<file path="src/design/mtep_pkg.sv">
// ----------------------------------------------------------------------------
// mtep_pkg
// Shared types, codes and constants of the MIDI track event parser.
// ----------------------------------------------------------------------------
`timescale 1ns / 1ps

package mtep_pkg;

    // default width of variable-length accumulators
    localparam int VLQ_BITS_DEF = 28;

    // fixed field widths
    localparam int DELTA_W = 28;
    localparam int TEMPO_W = 24;

    // status and meta codes
    localparam logic [7:0] ST_SYSEX   = 8'hF0;
    localparam logic [7:0] ST_ESCAPE  = 8'hF7;
    localparam logic [7:0] ST_META    = 8'hFF;
    localparam logic [7:0] ST_CHN_MIN = 8'h80;
    localparam logic [7:0] ST_CHN_MAX = 8'hEF;
    localparam logic [7:0] META_NAME  = 8'h04;
    localparam logic [7:0] META_TEMPO = 8'h51;
    localparam logic [7:0] META_EOT   = 8'h2F;

    // high nibbles and top bits of channel statuses
    localparam logic [3:0] HI_NOTE_ON = 4'h9;
    localparam logic [3:0] HI_PROGRAM = 4'hC;
    localparam logic [3:0] HI_PRESS   = 4'hD;
    localparam logic [2:0] TOP_NOTE   = 3'b100;

    // event kinds
    localparam logic [2:0] KIND_OTHER = 3'd0;
    localparam logic [2:0] KIND_OFF   = 3'd1;
    localparam logic [2:0] KIND_ON    = 3'd2;
    localparam logic [2:0] KIND_NAME  = 3'd3;
    localparam logic [2:0] KIND_TEMPO = 3'd4;
    localparam logic [2:0] KIND_EOT   = 3'd5;

    // parser phases
    typedef enum logic [3:0] {
        PH_DELTA,
        PH_STATUS,
        PH_NOTE,
        PH_VEL,
        PH_SKIP,
        PH_SKIP_LEN,
        PH_META,
        PH_NAME_LEN,
        PH_NAME,
        PH_TEMPO_LEN,
        PH_TEMPO,
        PH_EOT_LEN
    } t_phase;

    // one decoded result
    typedef struct packed {
        logic [2:0]         event_kind;
        logic [DELTA_W-1:0] delta_time;
        logic [7:0]         status_value;
        logic [6:0]         note_key;
        logic [6:0]         note_velocity;
        logic [TEMPO_W-1:0] tempo_value;
        logic [7:0]         name_char;
        logic               char_valid;
        logic               last;
    } t_result;

endpackage

</file>
<file path="src/design/mtep_in_if.sv">
// ----------------------------------------------------------------------------
// mtep_in_if
// Byte request channel into the parser.
// ----------------------------------------------------------------------------
`timescale 1ns / 1ps

interface mtep_in_if;
    logic       valid;
    logic       ready;
    logic [7:0] data_byte;
    logic       track_start;

    modport source (output valid, output data_byte, output track_start, input ready);
    modport sink   (input valid, input data_byte, input track_start, output ready);
endinterface

</file>
<file path="src/design/mtep_out_if.sv">
// ----------------------------------------------------------------------------
// mtep_out_if
// Event request channel out of the parser.
// ----------------------------------------------------------------------------
`timescale 1ns / 1ps

interface mtep_out_if;
    import mtep_pkg::*;

    logic               valid;
    logic               ready;
    logic [2:0]         event_kind;
    logic [DELTA_W-1:0] delta_time;
    logic [7:0]         status_value;
    logic [6:0]         note_key;
    logic [6:0]         note_velocity;
    logic [TEMPO_W-1:0] tempo_value;
    logic [7:0]         name_char;
    logic               char_valid;
    logic               last;

    modport source (
        output valid, output event_kind, output delta_time, output status_value,
        output note_key, output note_velocity, output tempo_value,
        output name_char, output char_valid, output last, input ready
    );
    modport sink (
        input valid, input event_kind, input delta_time, input status_value,
        input note_key, input note_velocity, input tempo_value,
        input name_char, input char_valid, input last, output ready
    );
endinterface

</file>
<file path="src/design/midi_track_event_parser.sv">
// ----------------------------------------------------------------------------
// midi_track_event_parser
// Each result is registered in the result buffer when the byte that completes its event is accepted.
// Throughput: one byte per cycle while ready is high, set by the single decode step in mtep_core.
// Output stalls are absorbed by a two-entry result buffer; ready drops only
// when both entries hold requests. Synchronous active-low reset returns the
// parser to delta-time phase with running status cleared and no pending events.
// ----------------------------------------------------------------------------
`timescale 1ns / 1ps

module midi_track_event_parser #(
    parameter int VLQ_BITS = mtep_pkg::VLQ_BITS_DEF
) (
    input  logic       i_clk,
    input  logic       i_rst_n,
    mtep_in_if.sink    i_in,
    mtep_out_if.source o_out
);
    import mtep_pkg::*;

    logic    w_accept;
    logic    w_push;
    logic    w_ready;
    t_result w_result;

    // byte request handshake
    assign i_in.ready = w_ready;
    assign w_accept   = i_in.valid && w_ready;

    // decode
    mtep_core #(
        .VLQ_BITS (VLQ_BITS)
    ) u_core (
        .i_clk         (i_clk),
        .i_rst_n       (i_rst_n),
        .i_accept      (w_accept),
        .i_data_byte   (i_in.data_byte),
        .i_track_start (i_in.track_start),
        .o_push        (w_push),
        .o_result      (w_result)
    );

    // result buffer
    mtep_skid u_skid (
        .i_clk    (i_clk),
        .i_rst_n  (i_rst_n),
        .i_push   (w_push),
        .i_result (w_result),
        .o_ready  (w_ready),
        .o_out    (o_out)
    );

    // input stalls only with a full buffer, which shows a result
    a_ready_full: assert property (@(posedge i_clk) disable iff (!i_rst_n)
        !i_in.ready |-> o_out.valid)
        else $error("input stalled with empty result register");

    // a full, stalled buffer stays full
    a_full_holds: assert property (@(posedge i_clk) disable iff (!i_rst_n)
        (!i_in.ready && !o_out.ready) |=> !i_in.ready)
        else $error("skid entry lost under stall");

    // only name characters may continue an event
    a_last_name: assert property (@(posedge i_clk) disable iff (!i_rst_n)
        (o_out.valid && !o_out.last) |-> (o_out.event_kind == KIND_NAME))
        else $error("non-final result of a kind other than name");

    // kind codes stay within the defined set
    a_kind_range: assert property (@(posedge i_clk) disable iff (!i_rst_n)
        o_out.valid |-> (o_out.event_kind <= KIND_EOT))
        else $error("undefined event kind");

endmodule

</file>
<file path="src/design/mtep_core.sv">
// ----------------------------------------------------------------------------
// mtep_core
// Parser state and the one-step decode of each accepted byte.
// ----------------------------------------------------------------------------
`timescale 1ns / 1ps

module mtep_core #(
    parameter int VLQ_BITS = mtep_pkg::VLQ_BITS_DEF
) (
    input  logic             i_clk,
    input  logic             i_rst_n,
    input  logic             i_accept,
    input  logic [7:0]       i_data_byte,
    input  logic             i_track_start,
    output logic             o_push,
    output mtep_pkg::t_result o_result
);
    import mtep_pkg::*;

    // parser state
    t_phase              r_phase,  n_phase,  c_phase;
    logic [7:0]          r_run,    n_run,    c_run;
    logic [7:0]          r_cur,    n_cur,    c_cur;
    logic [VLQ_BITS-1:0] r_delta,  n_delta,  c_delta;
    logic [VLQ_BITS-1:0] r_len,    n_len,    c_len;
    logic [VLQ_BITS-1:0] r_rem,    n_rem,    c_rem;
    logic [6:0]          r_held,   n_held,   c_held;
    logic [TEMPO_W-1:0]  r_tempo,  n_tempo,  c_tempo;

    logic                w_more;
    logic [VLQ_BITS-1:0] w_delta_sum;
    logic [VLQ_BITS-1:0] w_len_sum;
    logic [VLQ_BITS-1:0] w_rem_dec;
    logic [TEMPO_W-1:0]  w_tempo_sum;
    logic [DELTA_W-1:0]  w_delta_out;
    logic                w_byte_chn,  w_byte_note;
    logic                w_run_chn,   w_run_note,  w_run_one;
    logic                w_byte_one;
    logic                s_emit, s_last;

    // track start clears everything before this byte is handled
    always_comb begin
        c_phase = i_track_start ? PH_DELTA : r_phase;
        c_run   = i_track_start ? '0 : r_run;
        c_cur   = i_track_start ? '0 : r_cur;
        c_delta = i_track_start ? '0 : r_delta;
        c_len   = i_track_start ? '0 : r_len;
        c_rem   = i_track_start ? '0 : r_rem;
        c_held  = i_track_start ? '0 : r_held;
        c_tempo = i_track_start ? '0 : r_tempo;
    end

    // shared datapath terms
    assign w_more      = i_data_byte[7];
    assign w_delta_sum = {c_delta[VLQ_BITS-8:0], i_data_byte[6:0]};
    assign w_len_sum   = {c_len[VLQ_BITS-8:0], i_data_byte[6:0]};
    assign w_rem_dec   = (c_rem != '0) ? c_rem - VLQ_BITS'(1) : c_rem;
    assign w_tempo_sum = {c_tempo[TEMPO_W-9:0], i_data_byte};

    // status classification
    assign w_byte_chn  = (i_data_byte >= ST_CHN_MIN) && (i_data_byte <= ST_CHN_MAX);
    assign w_byte_note = (i_data_byte[7:5] == TOP_NOTE);
    assign w_byte_one  = (i_data_byte[7:4] == HI_PROGRAM) || (i_data_byte[7:4] == HI_PRESS);
    assign w_run_chn   = (c_run >= ST_CHN_MIN) && (c_run <= ST_CHN_MAX);
    assign w_run_note  = (c_run[7:5] == TOP_NOTE);
    assign w_run_one   = (c_run[7:4] == HI_PROGRAM) || (c_run[7:4] == HI_PRESS);

    // delta time fits the fixed output width
    generate
        if (VLQ_BITS >= DELTA_W) begin : g_delta_cut
            assign w_delta_out = c_delta[DELTA_W-1:0];
        end else begin : g_delta_ext
            assign w_delta_out = {{(DELTA_W-VLQ_BITS){1'b0}}, c_delta};
        end
    endgenerate

    // next phase
    always_comb begin
        n_phase = c_phase;
        unique case (c_phase)
            PH_DELTA: begin
                if (!w_more) n_phase = PH_STATUS;
            end
            PH_STATUS: begin
                if (!w_more) begin
                    if (w_run_chn && w_run_note) n_phase = PH_VEL;
                    else if (w_run_chn && !w_run_one) n_phase = PH_SKIP;
                end else if (w_byte_chn) begin
                    n_phase = w_byte_note ? PH_NOTE : PH_SKIP;
                end else if (i_data_byte == ST_SYSEX || i_data_byte == ST_ESCAPE) begin
                    n_phase = PH_SKIP_LEN;
                end else if (i_data_byte == ST_META) begin
                    n_phase = PH_META;
                end
            end
            PH_NOTE:      n_phase = PH_VEL;
            PH_VEL:       n_phase = PH_VEL;
            PH_SKIP:      n_phase = PH_SKIP;
            PH_SKIP_LEN: begin
                if (!w_more && w_len_sum != '0) n_phase = PH_SKIP;
            end
            PH_META: begin
                case (i_data_byte)
                    META_NAME:  n_phase = PH_NAME_LEN;
                    META_TEMPO: n_phase = PH_TEMPO_LEN;
                    META_EOT:   n_phase = PH_EOT_LEN;
                    default:    n_phase = PH_SKIP_LEN;
                endcase
            end
            PH_NAME_LEN: begin
                if (!w_more && w_len_sum != '0) n_phase = PH_NAME;
            end
            PH_NAME:      n_phase = PH_NAME;
            PH_TEMPO_LEN: n_phase = PH_TEMPO;
            PH_TEMPO:     n_phase = PH_TEMPO;
            PH_EOT_LEN:   n_phase = PH_EOT_LEN;
            default:      n_phase = PH_DELTA;
        endcase
        // a finished event returns to delta time
        if (s_emit && s_last) n_phase = PH_DELTA;
    end

    // data updates and result fields
    always_comb begin
        n_run   = c_run;
        n_cur   = c_cur;
        n_delta = c_delta;
        n_len   = c_len;
        n_rem   = c_rem;
        n_held  = c_held;
        n_tempo = c_tempo;
        s_emit  = 1'b0;
        s_last  = 1'b1;
        o_result              = '0;
        o_result.event_kind   = KIND_OTHER;
        unique case (c_phase)
            PH_DELTA: n_delta = w_delta_sum;
            PH_STATUS: begin
                n_held = '0;
                if (!w_more) begin
                    // running status
                    n_cur = c_run;
                    if (!w_run_chn) s_emit = 1'b1;
                    else if (w_run_note) n_held = i_data_byte[6:0];
                    else if (w_run_one) s_emit = 1'b1;
                    else n_rem = VLQ_BITS'(1);
                end else begin
                    n_cur = i_data_byte;
                    if (w_byte_chn) begin
                        n_run = i_data_byte;
                        if (!w_byte_note) n_rem = w_byte_one ? VLQ_BITS'(1) : VLQ_BITS'(2);
                    end else if (i_data_byte == ST_SYSEX || i_data_byte == ST_ESCAPE) begin
                        n_len = '0;
                    end else if (i_data_byte != ST_META) begin
                        s_emit = 1'b1;
                    end
                end
            end
            PH_NOTE: n_held = i_data_byte[6:0];
            PH_VEL: begin
                s_emit = 1'b1;
                o_result.event_kind    = (c_cur[7:4] == HI_NOTE_ON) ? KIND_ON : KIND_OFF;
                o_result.note_key      = c_held;
                o_result.note_velocity = i_data_byte[6:0];
            end
            PH_SKIP: begin
                n_rem = w_rem_dec;
                if (w_rem_dec == '0) s_emit = 1'b1;
            end
            PH_SKIP_LEN: begin
                n_len = w_len_sum;
                if (!w_more) begin
                    if (w_len_sum == '0) s_emit = 1'b1;
                    else n_rem = w_len_sum;
                end
            end
            PH_META: n_len = '0;
            PH_NAME_LEN: begin
                n_len = w_len_sum;
                if (!w_more) begin
                    if (w_len_sum == '0) begin
                        s_emit = 1'b1;
                        o_result.event_kind = KIND_NAME;
                    end else begin
                        n_rem = w_len_sum;
                    end
                end
            end
            PH_NAME: begin
                n_rem  = w_rem_dec;
                s_emit = 1'b1;
                s_last = (w_rem_dec == '0);
                o_result.event_kind = KIND_NAME;
                o_result.name_char  = i_data_byte;
                o_result.char_valid = 1'b1;
            end
            PH_TEMPO_LEN: begin
                n_tempo = '0;
                n_rem   = VLQ_BITS'(3);
            end
            PH_TEMPO: begin
                n_tempo = w_tempo_sum;
                n_rem   = w_rem_dec;
                if (w_rem_dec == '0) begin
                    s_emit = 1'b1;
                    o_result.event_kind  = KIND_TEMPO;
                    o_result.tempo_value = w_tempo_sum;
                end
            end
            PH_EOT_LEN: begin
                s_emit = 1'b1;
                o_result.event_kind = KIND_EOT;
            end
            default: n_delta = '0;
        endcase
        if (s_emit && s_last) n_delta = '0;
        o_result.delta_time   = w_delta_out;
        o_result.status_value = n_cur;
        o_result.last         = s_last;
    end

    assign o_push = i_accept && s_emit;

    // state registers
    always_ff @(posedge i_clk) begin
        if (!i_rst_n) begin
            r_phase <= PH_DELTA;
            r_run   <= '0;
            r_cur   <= '0;
            r_delta <= '0;
            r_len   <= '0;
            r_rem   <= '0;
            r_held  <= '0;
            r_tempo <= '0;
        end else if (i_accept) begin
            r_phase <= n_phase;
            r_run   <= n_run;
            r_cur   <= n_cur;
            r_delta <= n_delta;
            r_len   <= n_len;
            r_rem   <= n_rem;
            r_held  <= n_held;
            r_tempo <= n_tempo;
        end
    end

endmodule

</file>
<file path="src/design/mtep_skid.sv">
// ----------------------------------------------------------------------------
// mtep_skid
// Result register with a skid entry, so input keeps flowing under a stall until the skid entry fills.
// ----------------------------------------------------------------------------
`timescale 1ns / 1ps

module mtep_skid (
    input  logic              i_clk,
    input  logic              i_rst_n,
    input  logic              i_push,
    input  mtep_pkg::t_result i_result,
    output logic              o_ready,
    mtep_out_if.source        o_out
);
    import mtep_pkg::*;

    logic    r_main_v, n_main_v;
    logic    r_skid_v, n_skid_v;
    t_result r_main,   n_main;
    t_result r_skid,   n_skid;
    logic    w_pop;

    assign w_pop   = r_main_v && o_out.ready;
    assign o_ready = !r_skid_v;

    // fill and drain of the two entries
    always_comb begin
        n_main_v = r_main_v;
        n_skid_v = r_skid_v;
        n_main   = r_main;
        n_skid   = r_skid;
        if (r_skid_v) begin
            if (w_pop) begin
                n_main   = r_skid;
                n_skid_v = 1'b0;
            end
        end else if (i_push) begin
            if (!r_main_v || w_pop) begin
                n_main   = i_result;
                n_main_v = 1'b1;
            end else begin
                n_skid   = i_result;
                n_skid_v = 1'b1;
            end
        end else if (w_pop) begin
            n_main_v = 1'b0;
        end
    end

    // valid flags
    always_ff @(posedge i_clk) begin
        if (!i_rst_n) begin
            r_main_v <= 1'b0;
            r_skid_v <= 1'b0;
        end else begin
            r_main_v <= n_main_v;
            r_skid_v <= n_skid_v;
        end
    end

    // payload entries
    always_ff @(posedge i_clk) begin
        r_main <= n_main;
        r_skid <= n_skid;
    end

    // drive the output request
    assign o_out.valid         = r_main_v;
    assign o_out.event_kind    = r_main.event_kind;
    assign o_out.delta_time    = r_main.delta_time;
    assign o_out.status_value  = r_main.status_value;
    assign o_out.note_key      = r_main.note_key;
    assign o_out.note_velocity = r_main.note_velocity;
    assign o_out.tempo_value   = r_main.tempo_value;
    assign o_out.name_char     = r_main.name_char;
    assign o_out.char_valid    = r_main.char_valid;
    assign o_out.last          = r_main.last;

endmodule
</file>
<file path="src/flat_wrapper.sv">
// flat-port wrapper written by rule: the top's interface ports become plain ports
module midi_track_event_parser_flat import mtep_pkg::*;
#(
    parameter int VLQ_BITS = mtep_pkg::VLQ_BITS_DEF
)
  (i_clk, i_rst_n, i_in_valid, i_in_data_byte, i_in_track_start, i_in_ready, o_out_valid, o_out_event_kind, o_out_delta_time, o_out_status_value, o_out_note_key, o_out_note_velocity, o_out_tempo_value, o_out_name_char, o_out_char_valid, o_out_last, o_out_ready);
  mtep_in_if i_in_i ();
  mtep_out_if o_out_i ();
  input  logic i_clk;
  input  logic i_rst_n;
  input wire logic [$bits(i_in_i.valid)-1:0] i_in_valid;
  input wire logic [$bits(i_in_i.data_byte)-1:0] i_in_data_byte;
  input wire logic [$bits(i_in_i.track_start)-1:0] i_in_track_start;
  output wire logic [$bits(i_in_i.ready)-1:0] i_in_ready;
  output wire logic [$bits(o_out_i.valid)-1:0] o_out_valid;
  output wire logic [$bits(o_out_i.event_kind)-1:0] o_out_event_kind;
  output wire logic [$bits(o_out_i.delta_time)-1:0] o_out_delta_time;
  output wire logic [$bits(o_out_i.status_value)-1:0] o_out_status_value;
  output wire logic [$bits(o_out_i.note_key)-1:0] o_out_note_key;
  output wire logic [$bits(o_out_i.note_velocity)-1:0] o_out_note_velocity;
  output wire logic [$bits(o_out_i.tempo_value)-1:0] o_out_tempo_value;
  output wire logic [$bits(o_out_i.name_char)-1:0] o_out_name_char;
  output wire logic [$bits(o_out_i.char_valid)-1:0] o_out_char_valid;
  output wire logic [$bits(o_out_i.last)-1:0] o_out_last;
  input wire logic [$bits(o_out_i.ready)-1:0] o_out_ready;
  assign i_in_i.valid = i_in_valid;
  assign i_in_i.data_byte = i_in_data_byte;
  assign i_in_i.track_start = i_in_track_start;
  assign i_in_ready = i_in_i.ready;
  assign o_out_valid = o_out_i.valid;
  assign o_out_event_kind = o_out_i.event_kind;
  assign o_out_delta_time = o_out_i.delta_time;
  assign o_out_status_value = o_out_i.status_value;
  assign o_out_note_key = o_out_i.note_key;
  assign o_out_note_velocity = o_out_i.note_velocity;
  assign o_out_tempo_value = o_out_i.tempo_value;
  assign o_out_name_char = o_out_i.name_char;
  assign o_out_char_valid = o_out_i.char_valid;
  assign o_out_last = o_out_i.last;
  assign o_out_i.ready = o_out_ready;
  midi_track_event_parser #(.VLQ_BITS(VLQ_BITS)) u_core (.i_clk(i_clk), .i_rst_n(i_rst_n), .i_in(i_in_i), .o_out(o_out_i));
endmodule
</file>
<file path="config.mk">
export PLATFORM = sky130hd
export DESIGN_NAME = midi_track_event_parser_flat
export DESIGN_NICKNAME = d
export VERILOG_FILES = /design/src/design/mtep_pkg.sv /design/src/design/mtep_in_if.sv /design/src/design/mtep_out_if.sv /design/src/design/midi_track_event_parser.sv /design/src/design/mtep_core.sv /design/src/design/mtep_skid.sv /design/src/flat_wrapper.sv
export SDC_FILE = /design/constraint.sdc
export NUM_CORES = 1
export LEC_CHECK = 0
export BUFFER_PORTS_ARGS = -buffer_cell sky130_fd_sc_hd__buf_2
export CAP_MARGIN = 10
export CELL_PAD_IN_SITES_DETAIL_PLACEMENT = 2
export CELL_PAD_IN_SITES_GLOBAL_PLACEMENT = 2
export CORE_ASPECT_RATIO = 0.7
export CORE_UTILIZATION = 36
export DETAILED_ROUTE_END_ITERATION = 16
export PLACE_DENSITY_LB_ADDON = 0.1
export SETUP_SLACK_MARGIN = 0.05
export SLEW_MARGIN = 20
export SYNTH_ARGS = -nofsm -noshare
export SYNTH_HDL_FRONTEND = slang
export SYNTH_SLANG_ARGS = --single-unit
</file>
<file path="constraint.sdc">
create_clock -name i_clk -period 6.55 [get_ports i_clk]
set_input_delay 1.31 -clock i_clk [delete_from_list [all_inputs] [get_ports i_clk]]
set_output_delay 1.31 -clock i_clk [all_outputs]
set_load 0.02 [all_outputs]
</file>
==> flow_summary.json <==
{
  "hpwl_um": 32060,
  "final_common_cell": "edfxtp_1",
  "cp_cell_sequence": "buf_2 > clkinv_1 > nand2_1 > ha_1 > nor3b_1 > and4_1 > a21o_1 > a32oi_1 > nor2_1 > nand4b_1 > buf_4 > o21bai_1 > buf_4 > and4_4 > buf_4",
  "seq_area_frac_synth_pct": 54.59,
  "drt-wirelength-per-cell_um": 24.95,
  "track_usage_pct": 24.24,
  "regToRegSetupSlack_ns": 1.67,
  "core_um2": 38440,
  "wl_met2_um": 20680,
  "ys_seq_elements": 296,
  "end_kind": "flop",
  "synth_ff_type": "edfxtp_1",
  "cts_tree": "done",
  "power.share.clock_pct": 44.5,
  "io_pins": 102,
  "antenna_found_initial": 0,
  "vias_per_cell": 5.885,
  "post-cts-setup-buffers": 0,
  "wl_met3_um": 2083,
  "drt_iter0_drc": 801,
  "max_cap_violations": 0,
  "ys_types": 75,
  "root_buffer": "clkbuf_16",
  "stdcell_count": 1950,
  "clk_pin_slew_ns": 0.06,
  "place.gp.congestion": 0.8496,
  "final_cell_mix": "174 x edfxtp_1, 141 x nor2_1, 122 x dfxtp_1",
  "slew_violations": 0,
  "p_switching_mw": 0.9621,
  "fin_worst_skew_ns": 0.02351,
  "holdCritPathClass": "flop to flop",
  "clk_latency_ns": 0.59,
  "fin_crit_sh_pct": 80.56,
  "cts_buffers": 30,
  "start_util_pct": 36.54,
  "final_cell_area_um2": 16060,
  "cp_common_cell": "buf_4",
  "cts_htree_levels": 1,
  "synth_area_leader_cell": "edfxtp_1",
  "gr-total-overflow": 0,
  "yosys_warnings": 0,
  "synth_area_um2": 14040,
  "drt_pass1_iterations": 5,
  "cts_resized": 0,
  "seqPwrFrac_pct": 49.5,
  "die_x_um": 238.1,
  "drc": 0,
  "synth.area.top_cells": "edfxtp_1 37%, dfxtp_1 17%, mux2_2 5.1%",
  "grt_pass1_vias": 11810,
  "setup_violations": 0,
  "clock_sinks": 296,
  "syn_inst": 1347,
  "fin_util_pct": 41.79,
  "worst-path-buf-inv": 5,
  "routed.top_layer": "met4",
  "fillCellCount": 4060,
  "num_vias": 11480,
  "worst_path_largest_cell_delay_ns": 0.64,
  "dpl_cell_area_um2": 15050,
  "fin_nets": 1413,
  "p_leak_nw": 5.693,
  "vdd_drop_max_mv": 0.2034,
  "path_max_fanout": 42,
  "critPathTopFamily": "simple AND/OR/NAND/NOR gates",
  "dp.cells": 1894,
  "ant_nets": 0,
  "detail_route.wirelength_um": 48660,
  "p_comb_share_pct": 6.0,
  "avgSynthCellArea_um2": 10.43,
  "status": "completed",
  "crit_required_ns": 6.79,
  "dieArea_um2": 39820,
  "cts_hold_buf": 0,
  "critPathKind": "input port to flop",
  "setup-tns-final_ns": 0,
  "drt-met1-wl_um": 25160,
  "fmax_mhz": 189.5,
  "syn_nets": 1361,
  "synth_top_area_share_pct": 37.20,
  "io_buffers": 101,
  "p_per_area_nw_per_um2": 248.6,
  "clk_path_buf_depth": 3,
  "synthArstFlopShare_pct": 0,
  "worstPathArrival_ns": 5.52,
  "hold_viol_final": 0,
  "worst_path_max_delay_cell": "and4_4",
  "slew_headroom_pct": 30.57,
  "grt_first_pass_wirelength_um": 74750,
  "area_growth_pct": 14.38,
  "worst_pin_slew_ns": 1.040,
  "final.min_clock_period_ns": 5.277,
  "drive_gt1_share_pct": 19.40,
  "switching_share_pct": 24.09,
  "rows": 60,
  "fp.dieH_um": 167.3,
  "synth_edf_count": 174,
  "rsz0062_at_grt": "no",
  "crit_path_start_kind": "input port",
  "grt_max_degree": 75,
  "antenna_cells": 0,
  "p_int_mw": 3.031
}
[stage by stage]
stage	hold WS [ns]	setup WS, ns	power, mW
finish	0.4556	1.273	3.993
global route	0.4772	0.9950	4.129
CTS	0.4560	1.322	4.035
detailed placement	0.4411	0.7417	2.254
global placement	0.4317	0.8220	2.248
floorplan	0.4246	0.3240	2.163
[synth_stat cells, drive strengths merged (13+ instances only)]
| library cell | instances |
|---|---|
| nor2 | 146 |
| nor3 | 56 |
| nor2b | 35 |
| mux2 | 64 |
| a22oi | 91 |
| a21oi | 58 |
| nor4 | 22 |
| nand2 | 96 |
| dfxtp | 122 |
| buf | 13 |
| clkbuf | 96 |
| and3 | 15 |
| o21ai | 77 |
| a31o | 24 |
| and2 | 61 |
| o311ai | 22 |
| edfxtp | 174 |
[flip-flops by register name, summed over array words and instances, names as in the netlist, 16 cells and up]
register	cells
u_core.u_skid.r_skid	87
u_core.u_core.r_delta	28
u_core.u_core.r_rem	28
u_core.u_skid.o_out.delta_time	28
u_core.u_skid.o_out.tempo_value	24
u_core.u_core.r_len	21
u_core.u_core.r_tempo	16
[cells by family after synthesis]
group | share of synthesized area [%]
xor gates and xnor gates | 0.4989
and+or+nand+nor | 17.53
adders and majority gates | 0.08907
AOI/OAI and AO/OA | 18.57
buffers and inverters | 3.448
DFF | 54.59
muxes | 5.274
[layer usage]
layer	vias to the layer above	global-route usage [%]
li1	5186	-
met1	5985	37.36
met2	257	35.81
met3	48	3.742
met4	0	4.376
met5	-	0
[worst paths after layout]
kind / start / to / cells after the start
worst max-delay path: i_in_track_start / u_core.u_skid.r_skid[77] / 15
worst min-delay path: u_core.u_core.r_delta[12] / u_core.u_core.r_delta[12] / 2
worst max register to register: u_core.u_core.r_rem[4] / u_core.u_skid.r_skid[77] / 11
worst min register to register: u_core.u_core.r_delta[12] / u_core.u_core.r_delta[12] / 2
[worst min-delay path, cell delays in order (launching register included)]
cell	delay, ns
dfxtp_1	0.32
nand2_1	0.05
o311ai_1	0.06
[area by class of cell]
type	instances	area, µm²	area share, %
sequential	296	7667	47.73
tap	527	659.4	4.105
clock buffer	40	828.3	5.156
timing repair buffer	129	728.2	4.533
clock inverter	16	176.4	1.098
inverter	14	53.80	0.3349
multi-input combinational	928	5951	37.04
[power groups by stage]
stage | combinational, mW | sequential (mW) | clock [mW]
3_3_place_gp | 0.232 | 2.02 | 0
3_5_place_dp | 0.237 | 2.02 | 0
5_1_grt | 0.257 | 1.98 | 1.90
2_1_floorplan | 0.146 | 2.02 | 0
6_report | 0.239 | 1.98 | 1.78
4_1_cts | 0.239 | 1.98 | 1.82
Power figures use the tool's default switching activity.
